### src/design/assert_macros.svh
// Assertion macros used by the calibration sequencer top level.
`ifndef ASSERT_MACROS_SVH
`define ASSERT_MACROS_SVH

// Checks a property on every rising clock edge outside reset.
`define TCC_ASSERT(label, clk, rst_n, prop, msg) \
    label: assert property (@(posedge clk) disable iff (!rst_n) (prop)) else $error(msg);

// Checks that an antecedent implies a consequent at the same edge.
`define TCC_ASSERT_IMP(label, clk, rst_n, ante, cons, msg) \
    label: assert property (@(posedge clk) disable iff (!rst_n) (ante) |-> (cons)) \
        else $error(msg);

`endif

### src/design/tcc_pkg.sv
// Types, constants and helper functions of the touch corner calibration sequencer.
package tcc_pkg;

    localparam int RAW_W    = 16;
    localparam int SIZE_W   = 12;
    localparam int STEP_W   = 3;
    localparam int CNT_W    = $clog2(RAW_W);

    localparam logic [SIZE_W-1:0] CAL_OFFSET = SIZE_W'(30);

    localparam logic [STEP_W-1:0] STEP_LT     = 3'd0;
    localparam logic [STEP_W-1:0] STEP_RT     = 3'd1;
    localparam logic [STEP_W-1:0] STEP_RB     = 3'd2;
    localparam logic [STEP_W-1:0] STEP_LB     = 3'd3;
    localparam logic [STEP_W-1:0] STEP_CENTRE = 3'd4;

    localparam logic CFG_WIDTH  = 1'b0;
    localparam logic CFG_HEIGHT = 1'b1;

    localparam logic [SIZE_W-1:0] WIDTH_RST  = SIZE_W'(800);
    localparam logic [SIZE_W-1:0] HEIGHT_RST = SIZE_W'(480);

    typedef enum logic [2:0] {
        ST_IDLE,
        ST_CALC,
        ST_DIV,
        ST_MAR,
        ST_FIN
    } t_state;

    typedef struct packed {
        logic busy;
        logic done;
    } t_div_stat;

    function automatic logic [RAW_W-1:0] avg16(input logic [RAW_W-1:0] a,
                                               input logic [RAW_W-1:0] b);
        logic [RAW_W:0] sum;
        sum = {1'b0, a} + {1'b0, b};
        return sum[RAW_W:1];
    endfunction

    function automatic logic [RAW_W-1:0] times15(input logic [RAW_W-1:0] q);
        return {q[RAW_W-5:0], 4'b0000} - q;
    endfunction

endpackage

### src/design/touch_corner_calibration_sequencer.sv
// Top level of the touch corner calibration sequencer.
// Usage: one transfer on the s_axis channel carries one raw touch reading
// (raw_x, raw_y) for the target currently shown. Each accepted reading yields
// exactly one result transfer on the m_axis channel with the new target index,
// the four raw edge values and a done flag in tuser. The targets run
// left-top, right-top, right-bottom, left-bottom, centre and then start over.
// A corner reading passes through the calculation state, which registers the
// result once the output is free, and the block then returns to idle. The
// centre reading also starts the two bit-serial dividers that compute the
// horizontal and vertical margins one quotient bit per cycle, then passes the
// margin and finish states before it returns to idle.
// One reading is processed at a time; s_axis_tready is high while the block
// waits for a reading, also while an earlier result still waits on m_axis.
// When m_axis_tready is low the finished result holds, and a newly accepted
// reading is held back until that result is taken. The screen size registers
// are to be written on the configuration port only while the block is idle;
// the block itself does not enforce this. Reset clears the sequence to the
// left-top target, zeroes all edges and loads a screen size of 800 by 480.
`include "assert_macros.svh"

module touch_corner_calibration_sequencer
    import tcc_pkg::*;
(
    input  logic              i_clk,
    input  logic              i_rst_n,
    input  logic              i_cfg_we,
    input  logic              i_cfg_addr,
    input  logic [SIZE_W-1:0] i_cfg_data,
    input  logic              s_axis_tvalid,
    output logic              s_axis_tready,
    // [15:0] raw_x, [31:16] raw_y
    input  logic [31:0]       s_axis_tdata,
    output logic              m_axis_tvalid,
    input  logic              m_axis_tready,
    // [2:0] next_target, [18:3] left_raw, [34:19] right_raw,
    // [50:35] top_raw, [66:51] bottom_raw, [71:67] zero
    output logic [71:0]       m_axis_tdata,
    // [0] done_res
    output logic              m_axis_tuser
);

    t_state            r_state;
    t_state            n_state;
    logic [STEP_W-1:0] r_step;
    logic [RAW_W-1:0]  r_left;
    logic [RAW_W-1:0]  r_right;
    logic [RAW_W-1:0]  r_top;
    logic [RAW_W-1:0]  r_bottom;
    logic [SIZE_W-1:0] r_width;
    logic [SIZE_W-1:0] r_height;
    logic [RAW_W-1:0]  r_x;
    logic [RAW_W-1:0]  r_y;
    logic [RAW_W-1:0]  r_mx;
    logic [RAW_W-1:0]  r_my;
    logic              r_x_fwd;
    logic              r_y_fwd;
    logic              r_x_zero;
    logic              r_y_zero;
    logic              r_out_valid;
    logic              r_out_done;

    logic              w_accept;
    logic              w_out_free;
    logic              w_load;
    logic              w_div_start;
    logic              w_centre;
    logic              w_x_fwd;
    logic              w_y_fwd;
    logic [RAW_W-1:0]  w_span_x;
    logic [RAW_W-1:0]  w_span_y;
    logic [SIZE_W-1:0] w_dvs_x;
    logic [SIZE_W-1:0] w_dvs_y;
    t_div_stat         w_stat_x;
    t_div_stat         w_stat_y;
    logic [RAW_W-1:0]  w_quot_x;
    logic [RAW_W-1:0]  w_quot_y;

    assign w_accept   = s_axis_tvalid && s_axis_tready;
    assign w_out_free = !r_out_valid || m_axis_tready;
    assign w_centre   = (r_step == STEP_CENTRE);
    assign w_x_fwd    = (r_right > r_left);
    assign w_y_fwd    = (r_bottom > r_top);
    assign w_span_x   = w_x_fwd ? (r_right - r_left) : (r_left - r_right);
    assign w_span_y   = w_y_fwd ? (r_bottom - r_top) : (r_top - r_bottom);
    assign w_dvs_x    = r_width - CAL_OFFSET;
    assign w_dvs_y    = r_height - CAL_OFFSET;

    tcc_div u_div_x (
        .i_clk      (i_clk),
        .i_rst_n    (i_rst_n),
        .i_start    (w_div_start),
        .i_dividend (w_span_x),
        .i_divisor  (w_dvs_x),
        .o_stat     (w_stat_x),
        .o_quot     (w_quot_x)
    );

    tcc_div u_div_y (
        .i_clk      (i_clk),
        .i_rst_n    (i_rst_n),
        .i_start    (w_div_start),
        .i_dividend (w_span_y),
        .i_divisor  (w_dvs_y),
        .o_stat     (w_stat_y),
        .o_quot     (w_quot_y)
    );

    always_comb begin
        n_state = r_state;
        case (r_state)
            ST_IDLE: begin
                if (w_accept) n_state = ST_CALC;
            end
            ST_CALC: begin
                if (w_centre) n_state = ST_DIV;
                else if (w_out_free) n_state = ST_IDLE;
            end
            ST_DIV: begin
                if (w_stat_x.done) n_state = ST_MAR;
            end
            ST_MAR: begin
                n_state = ST_FIN;
            end
            ST_FIN: begin
                if (w_out_free) n_state = ST_IDLE;
            end
            default: begin
                n_state = ST_IDLE;
            end
        endcase
    end

    always_comb begin
        s_axis_tready = 1'b0;
        w_div_start   = 1'b0;
        w_load        = 1'b0;
        case (r_state)
            ST_IDLE: begin
                s_axis_tready = 1'b1;
            end
            ST_CALC: begin
                w_div_start = w_centre;
                w_load      = !w_centre && w_out_free;
            end
            ST_FIN: begin
                w_load = w_out_free;
            end
            default: begin
                w_load = 1'b0;
            end
        endcase
    end

    always_ff @(posedge i_clk) begin
        if (!i_rst_n) begin
            r_state     <= ST_IDLE;
            r_step      <= STEP_LT;
            r_left      <= '0;
            r_right     <= '0;
            r_top       <= '0;
            r_bottom    <= '0;
            r_width     <= WIDTH_RST;
            r_height    <= HEIGHT_RST;
            r_out_valid <= 1'b0;
            r_out_done  <= 1'b0;
        end else begin
            r_state <= n_state;
            if (i_cfg_we) begin
                if (i_cfg_addr == CFG_WIDTH) r_width <= i_cfg_data;
                if (i_cfg_addr == CFG_HEIGHT) r_height <= i_cfg_data;
            end
            r_out_valid <= w_load || (r_out_valid && !m_axis_tready);
            if (w_load) begin
                if (r_state == ST_FIN) begin
                    r_out_done <= 1'b1;
                    r_step     <= STEP_LT;
                    r_left     <= r_x_fwd ? (r_left - r_mx) : (r_left + r_mx);
                    r_right    <= r_x_fwd ? (r_right + r_mx) : (r_right - r_mx);
                    r_top      <= r_y_fwd ? (r_top - r_my) : (r_top + r_my);
                    r_bottom   <= r_y_fwd ? (r_bottom + r_my) : (r_bottom - r_my);
                end else begin
                    r_out_done <= 1'b0;
                    case (r_step)
                        STEP_RT: begin
                            r_step  <= STEP_RB;
                            r_right <= r_x;
                            r_top   <= avg16(r_top, r_y);
                        end
                        STEP_RB: begin
                            r_step   <= STEP_LB;
                            r_right  <= avg16(r_right, r_x);
                            r_bottom <= r_y;
                        end
                        STEP_LB: begin
                            r_step   <= STEP_CENTRE;
                            r_left   <= avg16(r_left, r_x);
                            r_bottom <= avg16(r_bottom, r_y);
                        end
                        default: begin
                            r_step <= STEP_RT;
                            r_left <= r_x;
                            r_top  <= r_y;
                        end
                    endcase
                end
            end
        end
    end

    always_ff @(posedge i_clk) begin
        if (w_accept) begin
            r_x <= s_axis_tdata[15:0];
            r_y <= s_axis_tdata[31:16];
        end
        if (w_div_start) begin
            r_x_fwd  <= w_x_fwd;
            r_y_fwd  <= w_y_fwd;
            r_x_zero <= (r_width <= CAL_OFFSET);
            r_y_zero <= (r_height <= CAL_OFFSET);
        end
        if (r_state == ST_MAR) begin
            r_mx <= r_x_zero ? '0 : times15(w_quot_x);
            r_my <= r_y_zero ? '0 : times15(w_quot_y);
        end
    end

    assign m_axis_tvalid = r_out_valid;
    assign m_axis_tuser  = r_out_done;
    assign m_axis_tdata  = {5'b00000, r_bottom, r_top, r_right, r_left, r_step};

    `TCC_ASSERT(a_div_lockstep, i_clk, i_rst_n, w_stat_x.busy == w_stat_y.busy,
        "Margin dividers are out of step.")
    `TCC_ASSERT_IMP(a_div_from_calc, i_clk, i_rst_n, $rose(w_stat_x.busy),
        $past(r_state) == ST_CALC, "Divider started outside the calculation state.")
    `TCC_ASSERT_IMP(a_done_restarts, i_clk, i_rst_n, r_out_valid && r_out_done,
        r_step == STEP_LT, "Finished calibration did not return to the first target.")
    `TCC_ASSERT(a_step_range, i_clk, i_rst_n, r_step <= STEP_CENTRE,
        "Target step left the valid range.")

endmodule

### src/design/tcc_div.sv
// Restoring bit-serial divider producing one quotient bit per cycle.
module tcc_div
    import tcc_pkg::*;
(
    input  logic              i_clk,
    input  logic              i_rst_n,
    input  logic              i_start,
    input  logic [RAW_W-1:0]  i_dividend,
    input  logic [SIZE_W-1:0] i_divisor,
    output t_div_stat         o_stat,
    output logic [RAW_W-1:0]  o_quot
);

    logic [RAW_W-1:0]  r_quot;
    logic [SIZE_W-1:0] r_rem;
    logic [SIZE_W-1:0] r_dvs;
    logic [CNT_W-1:0]  r_cnt;
    logic              r_busy;
    logic              r_done;

    logic [SIZE_W:0]   w_trial;
    logic [SIZE_W:0]   w_diff;
    logic              w_ge;

    assign w_trial = {r_rem, r_quot[RAW_W-1]};
    assign w_diff  = w_trial - {1'b0, r_dvs};
    assign w_ge    = (w_trial >= {1'b0, r_dvs});

    always_ff @(posedge i_clk) begin
        if (!i_rst_n) begin
            r_busy <= 1'b0;
            r_done <= 1'b0;
            r_cnt  <= '0;
        end else begin
            r_done <= !i_start && r_busy && (r_cnt == CNT_W'(RAW_W - 1));
            if (i_start) begin
                r_busy <= 1'b1;
                r_cnt  <= '0;
            end else if (r_busy) begin
                r_cnt <= r_cnt + 1'b1;
                if (r_cnt == CNT_W'(RAW_W - 1)) begin
                    r_busy <= 1'b0;
                end
            end
        end
    end

    always_ff @(posedge i_clk) begin
        if (i_start) begin
            r_quot <= i_dividend;
            r_rem  <= '0;
            r_dvs  <= i_divisor;
        end else if (r_busy) begin
            r_quot <= {r_quot[RAW_W-2:0], w_ge};
            r_rem  <= w_ge ? w_diff[SIZE_W-1:0] : w_trial[SIZE_W-1:0];
        end
    end

    assign o_stat.busy = r_busy;
    assign o_stat.done = r_done;
    assign o_quot      = r_quot;

endmodule

### config.mk
export PLATFORM = sky130hd
export DESIGN_NAME = touch_corner_calibration_sequencer
export DESIGN_NICKNAME = d
export VERILOG_FILES = /design/src/design/tcc_pkg.sv /design/src/design/touch_corner_calibration_sequencer.sv /design/src/design/tcc_div.sv
export VERILOG_INCLUDE_DIRS = /design/src /design/src/design
export SDC_FILE = /design/constraint.sdc
export NUM_CORES = 1
export LEC_CHECK = 0
export BUFFER_PORTS_ARGS = -buffer_cell sky130_fd_sc_hd__buf_2
export CORE_UTILIZATION = 52
export CTS_CLUSTER_DIAMETER = 80
export DETAILED_ROUTE_END_ITERATION = 10
export HOLD_SLACK_MARGIN = 0.12
export PLACE_DENSITY_LB_ADDON = 0.15
export SETUP_SLACK_MARGIN = 0.3
export SYNTH_ARGS = -nofsm -noshare
export SYNTH_HDL_FRONTEND = slang
export SYNTH_HIERARCHICAL = 1
export SYNTH_SLANG_ARGS = --single-unit
### constraint.sdc
create_clock -name i_clk -period 4.7 [get_ports i_clk]
set_input_delay 0.705 -clock i_clk [delete_from_list [all_inputs] [get_ports i_clk]]
set_output_delay 0.705 -clock i_clk [all_outputs]
set_load 0.03 [all_outputs]
==> metrics.md, run 1 <==
| Metric | Value |
|---|---|
| Tightest Pin Transition | about 1100 ps |
| Worst flop-to-flop path startpoint | r_mx[2]$_SDFFCE_PP0N_ |
| Dpl ws | between 500 and 600 ps |
| Final wirelength | between 60 and 70 mm |
| Leakage | 10.7 nW |
| Min-delay src | s_axis_tdata[1] |
| Setup Skew | 23.0 ps |
| Via Count | 19706 |
| P&R area growth vs syn | 10.2% |
| Worst hold path type | input port to flop |
| Hold Buf Count CTS | 0 |
| Worst Hold Path EP | r_x[1]$_DFFE_PP_ |
| Placed Cells | 3194 |
| Max Freq | about 0.25 GHz |
| Layout Nets | 2999 |
| Sequential Area | 6350 um2 |
| Die X | around 210 um |
| Initial antenna violation count | 0 |
| R2R cell count | 14 |
| Final setup TNS | 0 ps |
| Die Span Y | around 210 um |
| Total power | about 7.5 mW |
| Register-to-register setup slack | 670 ps |
| Drt first pass iters | 5 |
| CP peak stage delay | 450 ps |
| Startpoint Class | flop |
| Initial Utilization | 52.8% |
| DR iter-0 viols | between 1500 and 2000 |
| GRT overflow | 0 |
| Maximum net fanout on the critical path | 4 |
| Clk_lat worst skew | 560 ps |
| RSZ-0062 raised after global routing | no |
| First-pass GRT wire length | between 100 and 150 mm |
| Num CTS Buffers | 34 |
| Part of the cycle the worst path needs | 85.7% |
| # rows | 75 |
| Routed Antenna Nets | 0 |
| Post-cts resize count | 0 |
| Utilization after layout | 58.2% |
| Max VDD drop | 0.308 mV |
| Vias in the first global route | 18785 |
| Status | finished clean |
| Ratio of cells with drive above 1 in the final layout | about an eighth |
| Fill cells | 3806 |
| Antenna fix cells | 0 |
| Routability Congestion | approximately 0.93 |
| RR Endpoint | r_right[15]$_SDFFE_PN0P_ |
| IO Pins | between 100 and 150 |
| Syn. warnings | 6 |
| Die ar. | 43400 um2 |
| Clock root buffer | clkbuf_16 |
| Final Hold Fails | 0 |
| H-tree depth | 2 |
| Postcts setup bufs | 0 |
| Cell-by-cell trace of the critical path | or3_1 -> nor4_2 -> a21oi_1 -> xnor2_1 -> ha_1 -> o21a_1 -> o21ai_1 -> inv_1 -> and3_4 -> a221o_1 -> and4_4 -> a2111oi_2 -> mux2i_1 -> o22ai_1 |
| Fin crit period | 4030 ps |
| WHS Path Cells | 1 |
| Setup slack after layout | 671 ps |
| WP data arrival | 4430 ps |
| Setup violators final | 0 |
| Via density per instance | 6.05 |
| PD cells | 306 nW/um2 |
| Slowest-stage cell, CP | or3_1 |
| Largest net degree at the start of global routing | 46 |
| DRC | 0 |
| Clock buffer depth | 3 |
| Crit path kind | flop to flop |
| Netlist Area Pre-Place | 22100 um2 |
| HPWL Detailed | 48.5 mm |
| Post-Synthesis Cells | 2603 |
| IO buf count | 119 |
| Crit path required time | 5100 ps |
| Core ar. | 41900 um2 |
| CTS tree | done |
| Reg clk slew, reported paths | about 60 ps |
| Multi-input gate area | 14600 um2 |
| Clock net sink count | 255 |
| Crit end category | flop |
| Non-filler cells, final | ~3300 |
| Mean Syn Cell Area | 8.50 um2 |
| Max_slew headroom | 29.2% |
| Average wire per standard cell | 19.5 um |
| Max-slew violation count | 0 |
| GRT Util Overall | 29.0% |
| Number of max-cap violations | 0 |
==> final cells by class <==
cell class,instances,area share [%]
Multi-Input combinational cell,2057,60.0
Inverter,200,3.08
Tap cell,539,2.76
Clock buffer,38,3.59
Timing Repair Buffer,143,3.18
Clock inverter,24,1.37
Sequential cell,255,26.0
==> flip-flops by register name, indices dropped and copies added (netlist names), 3 cells and up <==
name	count
r_bottom	16
r_height	12
r_left	16
r_mx	16
r_my	16
r_right	16
r_state	3
r_step	3
r_top	16
r_width	12
r_x	16
r_y	16
u_div_x/o_quot	16
u_div_x/r_cnt	4
u_div_x/r_dvs	12
u_div_x/r_rem	12
u_div_y/o_quot	16
u_div_y/r_cnt	4
u_div_y/r_dvs	12
u_div_y/r_rem	12
==> layer usage <==
| metal | up-vias | wire length [um] | GRT usage (%) |
|---|---|---|---|
| met5 | - | 0 | 0 |
| met1 | 9350 | 29800 | 41.7 |
| li1 | 9593 | - | - |
| met2 | 659 | 27200 | 44.9 |
| met4 | 0 | 1610 | 8.66 |
| met3 | 104 | 4820 | 4.32 |
==> report_power, final <==
group          total, mW  internal (mW)  switching, mW
registers           2.56           2.42          0.140
logic               2.07          0.846           1.23
clock network       2.82           1.71           1.11
total               7.46           4.98           2.48
==> stage by stage <==
step           hold slack [ps]  cell area (um2)
6_report                   319            24400
5_1_grt                    299            24400
4_1_cts                    290            24400
3_5_place_dp               456            23200
3_3_place_gp               461            23200
2_1_floorplan              430            22200
==> worst max-delay path by stage <==
stage / from / cells after the start / to
after detailed placement: r_mx[2]$_SDFFCE_PP0N_ / 14 / r_right[15]$_SDFFE_PN0P_
after global routing: r_bottom[1]$_SDFFE_PN0P_ / 13 / u_div_y/o_quot[15]$_DFFE_PP_
final: r_mx[2]$_SDFFCE_PP0N_ / 14 / r_right[15]$_SDFFE_PN0P_
after floorplan: r_step[2]$_SDFFE_PN0P_ / 5 / u_div_x/o_quot[0]$_DFFE_PP_
after CTS: r_mx[2]$_SDFFCE_PP0N_ / 14 / r_right[15]$_SDFFE_PN0P_
after global placement: r_mx[4]$_SDFFCE_PP0N_ / 14 / r_right[15]$_SDFFE_PN0P_
==> placed cells by master (no fill, tap or decap), types with 17 or more instances in the layout <==
cell type / n
clkbuf_16: 34
inv_1: 198
ha_1: 244
o211ai_1: 36
o21a_1: 29
dfxtp_1: 131
nand3_1: 52
nand2_1: 236
or3_1: 24
o21bai_1: 23
mux2_2: 36
nor2b_1: 32
a31oi_1: 36
nand2b_1: 25
a21o_1: 72
buf_2: 119
o21ai_1: 18
edfxtp_1: 124
and3_1: 18
nor2_1: 189
buf_4: 24
a211oi_1: 41
a21oi_1: 228
a311oi_1: 17
xor2_1: 106
xnor2_1: 104
o21ai_0: 128
mux2i_1: 31
nor3_1: 72
==> worst max-delay path: cells and delay by family, from the launching register on <==
| kind | cells | cell delay, ps |
|---|---|---|
| multiplexers | 1 | 220 |
| buffers and inverters | 1 | 70 |
| AND/OR/NAND/NOR | 4 | 1140 |
| AO/OA/AOI/OAI | 6 | 1350 |
| flip-flops | 1 | 440 |
| XOR/XNOR | 1 | 320 |
| adder cells (fa/ha/maj) | 1 | 340 |
(Power assumes the default switching activity.)
==> run 2: changes to the inputs <==
--- a/config.mk
+++ b/config.mk
@@ -6,10 +6,10 @@
 export SDC_FILE = /design/constraint.sdc
 export NUM_CORES = 1
 export LEC_CHECK = 0
-export BUFFER_PORTS_ARGS = -buffer_cell sky130_fd_sc_hd__buf_2
 export CORE_UTILIZATION = 52
 export CTS_CLUSTER_DIAMETER = 80
 export DETAILED_ROUTE_END_ITERATION = 10
+export DONT_BUFFER_PORTS = 1
 export HOLD_SLACK_MARGIN = 0.12
 export PLACE_DENSITY_LB_ADDON = 0.15
 export SETUP_SLACK_MARGIN = 0.3
==> run 2 against run 1 <==
Against the previous run: non-clock buffer count fell by 77; clock skew barely moved; setup slack improved by 3.6 ps; critical path type unchanged; critical endpoint is now u_div_x/o_quot[14]$_DFFE_PP_; highest routed layer is now met5.
==> metrics.md, run 2 (synthesis gave the netlist of run 1 again) <==
| Metric | Value |
|---|---|
| Via density per instance | 6.14 |
| Most frequent cells in the layout | 244 x ha_1, 236 x nand2_1, 228 x a21oi_1 |
| Multi-input gate area | 14600 um2 |
| Drt first pass iters | 5 |
| Clk_lat worst skew | between 500 and 600 ps |
| Fin crit period | about 4000 ps |
| Via Count | about 19000 |
| Postcts setup bufs | 0 |
| Core ar. | 41900 um2 |
| GRT overflow | 0 |
| Final wirelength | 64.2 mm |
| First-pass GRT wire length | 102 mm |
| Crit end category | flop |
| Setup violators final | 0 |
| Vias in the first global route | between 15000 and 20000 |
| Initial Utilization | 52.8% |
| Final Cell Area | around 24000 um2 |
| DR iter-0 viols | 1680 |
| HPWL Detailed | roughly 50 mm |
| Startpoint Class | flop |
| Number of max-cap violations | 0 |
| Crit path kind | flop to flop |
| Reg clk slew, reported paths | 60 ps |
| Sequential Area | 6350 um2 |
| Fill cells | 3795 |
| Hold Buf Count CTS | 0 |
| Worst hold path type | input port to flop |
| Tightest Pin Transition | around 1100 ps |
| Final Hold Fails | 0 |
| Family with the most delay on the worst path | compound AO/OA/AOI/OAI gates |
| Die Span Y | 208 um |
| Clock buffer depth | 3 |
| Max VDD drop | 0.316 mV |
| Max-slew violation count | 0 |
| Utilization after layout | 57.0% |
| Num CTS Buffers | 31 |
| DRC | 0 |
| Ratio of cells with drive above 1 in the final layout | 8.69% |
| Die ar. | 43400 um2 |
| Most common cell after layout, fill and taps aside | ha_1 |
| Max Freq | 0.248 GHz |
| Final setup TNS | 0 ps |
| GRT Util Overall | 29.2% |
| CTS tree | done |
| IO buf count | 0 |
| # rows | 75 |
| Largest net degree at the start of global routing | 44 |
| Placed Instance Area | 22900 um2 |
| Routed Antenna Nets | 0 |
| Cell-by-cell trace of the critical path | ha_1 -> a21oi_2 -> o21ai_1 -> a211oi_1 -> a21oi_1 -> o221ai_2 -> buf_4 -> mux2_2 -> o311ai_2 -> a22o_1 -> a21oi_1 -> mux2_2 |
| Setup Skew | 22.6 ps |
| Leakage | 10.3 nW |
| Routability Congestion | approximately 0.95 |
| Average wire per standard cell | 20.2 um |
| CP peak stage delay | 720 ps |
| Part of the cycle the worst path needs | 85.6% |
| Layout Nets | just under 3000 |
| Initial antenna violation count | 1 |
| PD cells | 293 nW/um2 |
| Crit path required time | 5040 ps |
| Post-cts resize count | 0 |
| H-tree depth | 1 |
| WP data arrival | 4370 ps |
| IO Pins | roughly 130 |
| Max_slew headroom | 28.1% |
| Clock root buffer | clkbuf_16 |
| Status | finished clean |
| Clock net sink count | 255 |
| Slowest-stage cell, CP | dfxtp_1 |
| Die X | 208 um |
| RSZ-0062 raised after global routing | no |
| WP buf/inv | 1 |
| P&R area growth vs syn | 7.98% |
| Maximum net fanout on the critical path | 12 |
==> run 2: changes by cell type in the layout (fill, tap and decap cells not counted), moves of 2 or more <==
cell and change:
clkinv_4 -2, buf_4 +42, bufinv_16 -3, clkinvlp_4 -2, inv_6 +3, inv_16 -2, clkinv_1 +6, clkbuf_1 +4
clkinv_2 -3, buf_2 -119, clkbuf_16 -3
==> run 2: where the power goes <==
part	total [mW]	switching, mW	internal (mW)
Combinational	2.04	1.20	0.835
Sequential	2.56	0.141	2.42
Clock	2.40	1.01	1.39
Total	7.00	2.36	4.65
==> run 2: through the flow <==
step                setup slack, ps  hold slack, ps  std cells  power [mW]
finish                          675             212       3176        7.00
global route                    371             199       3175        7.33
CTS                             682             191       3175        7.01
detailed placement              680             465       3117        4.60
global placement                744             461       3117        4.56
floorplan                       620             430       2607        4.16
==> run 2: final cells by class <==
type,count,area share [%]
multi-input cells,2057,61.2
flip-flops and latches,255,26.6
clock buffers,39,3.41
inverters,200,3.14
well taps,539,2.82
repair buffers,66,2.07
clock inverters,19,0.749
diodes,1,0.0105
==> run 2: path summary, 6_finish.rpt <==
| path | slack (ps) | end | start | cells past startpoint |
|---|---|---|---|---|
| max | 670 | u_div_x/o_quot[14]$_DFFE_PP_ | r_right[11]$_SDFFE_PN0P_ | 12 |
| max reg2reg | 670 | u_div_x/o_quot[14]$_DFFE_PP_ | r_right[11]$_SDFFE_PN0P_ | 12 |
| min reg2reg | 480 | r_width[2]$_SDFFE_PN0P_ | r_width[2]$_SDFFE_PN0P_ | 2 |
| min | 210 | r_y[0]$_DFFE_PP_ | s_axis_tdata[16] | 0 |
==> run 2: per-layer routing <==
metal | vias up | global-route usage [%] | share of wire (%)
li1 | 9435 | - | -
met1 | 9245 | 41.7 | 46
met2 | 708 | 44.6 | 42
met3 | 106 | 5.51 | 8.7
met4 | 2 | 8.45 | 2.8
met5 | - | 0 | 0.019
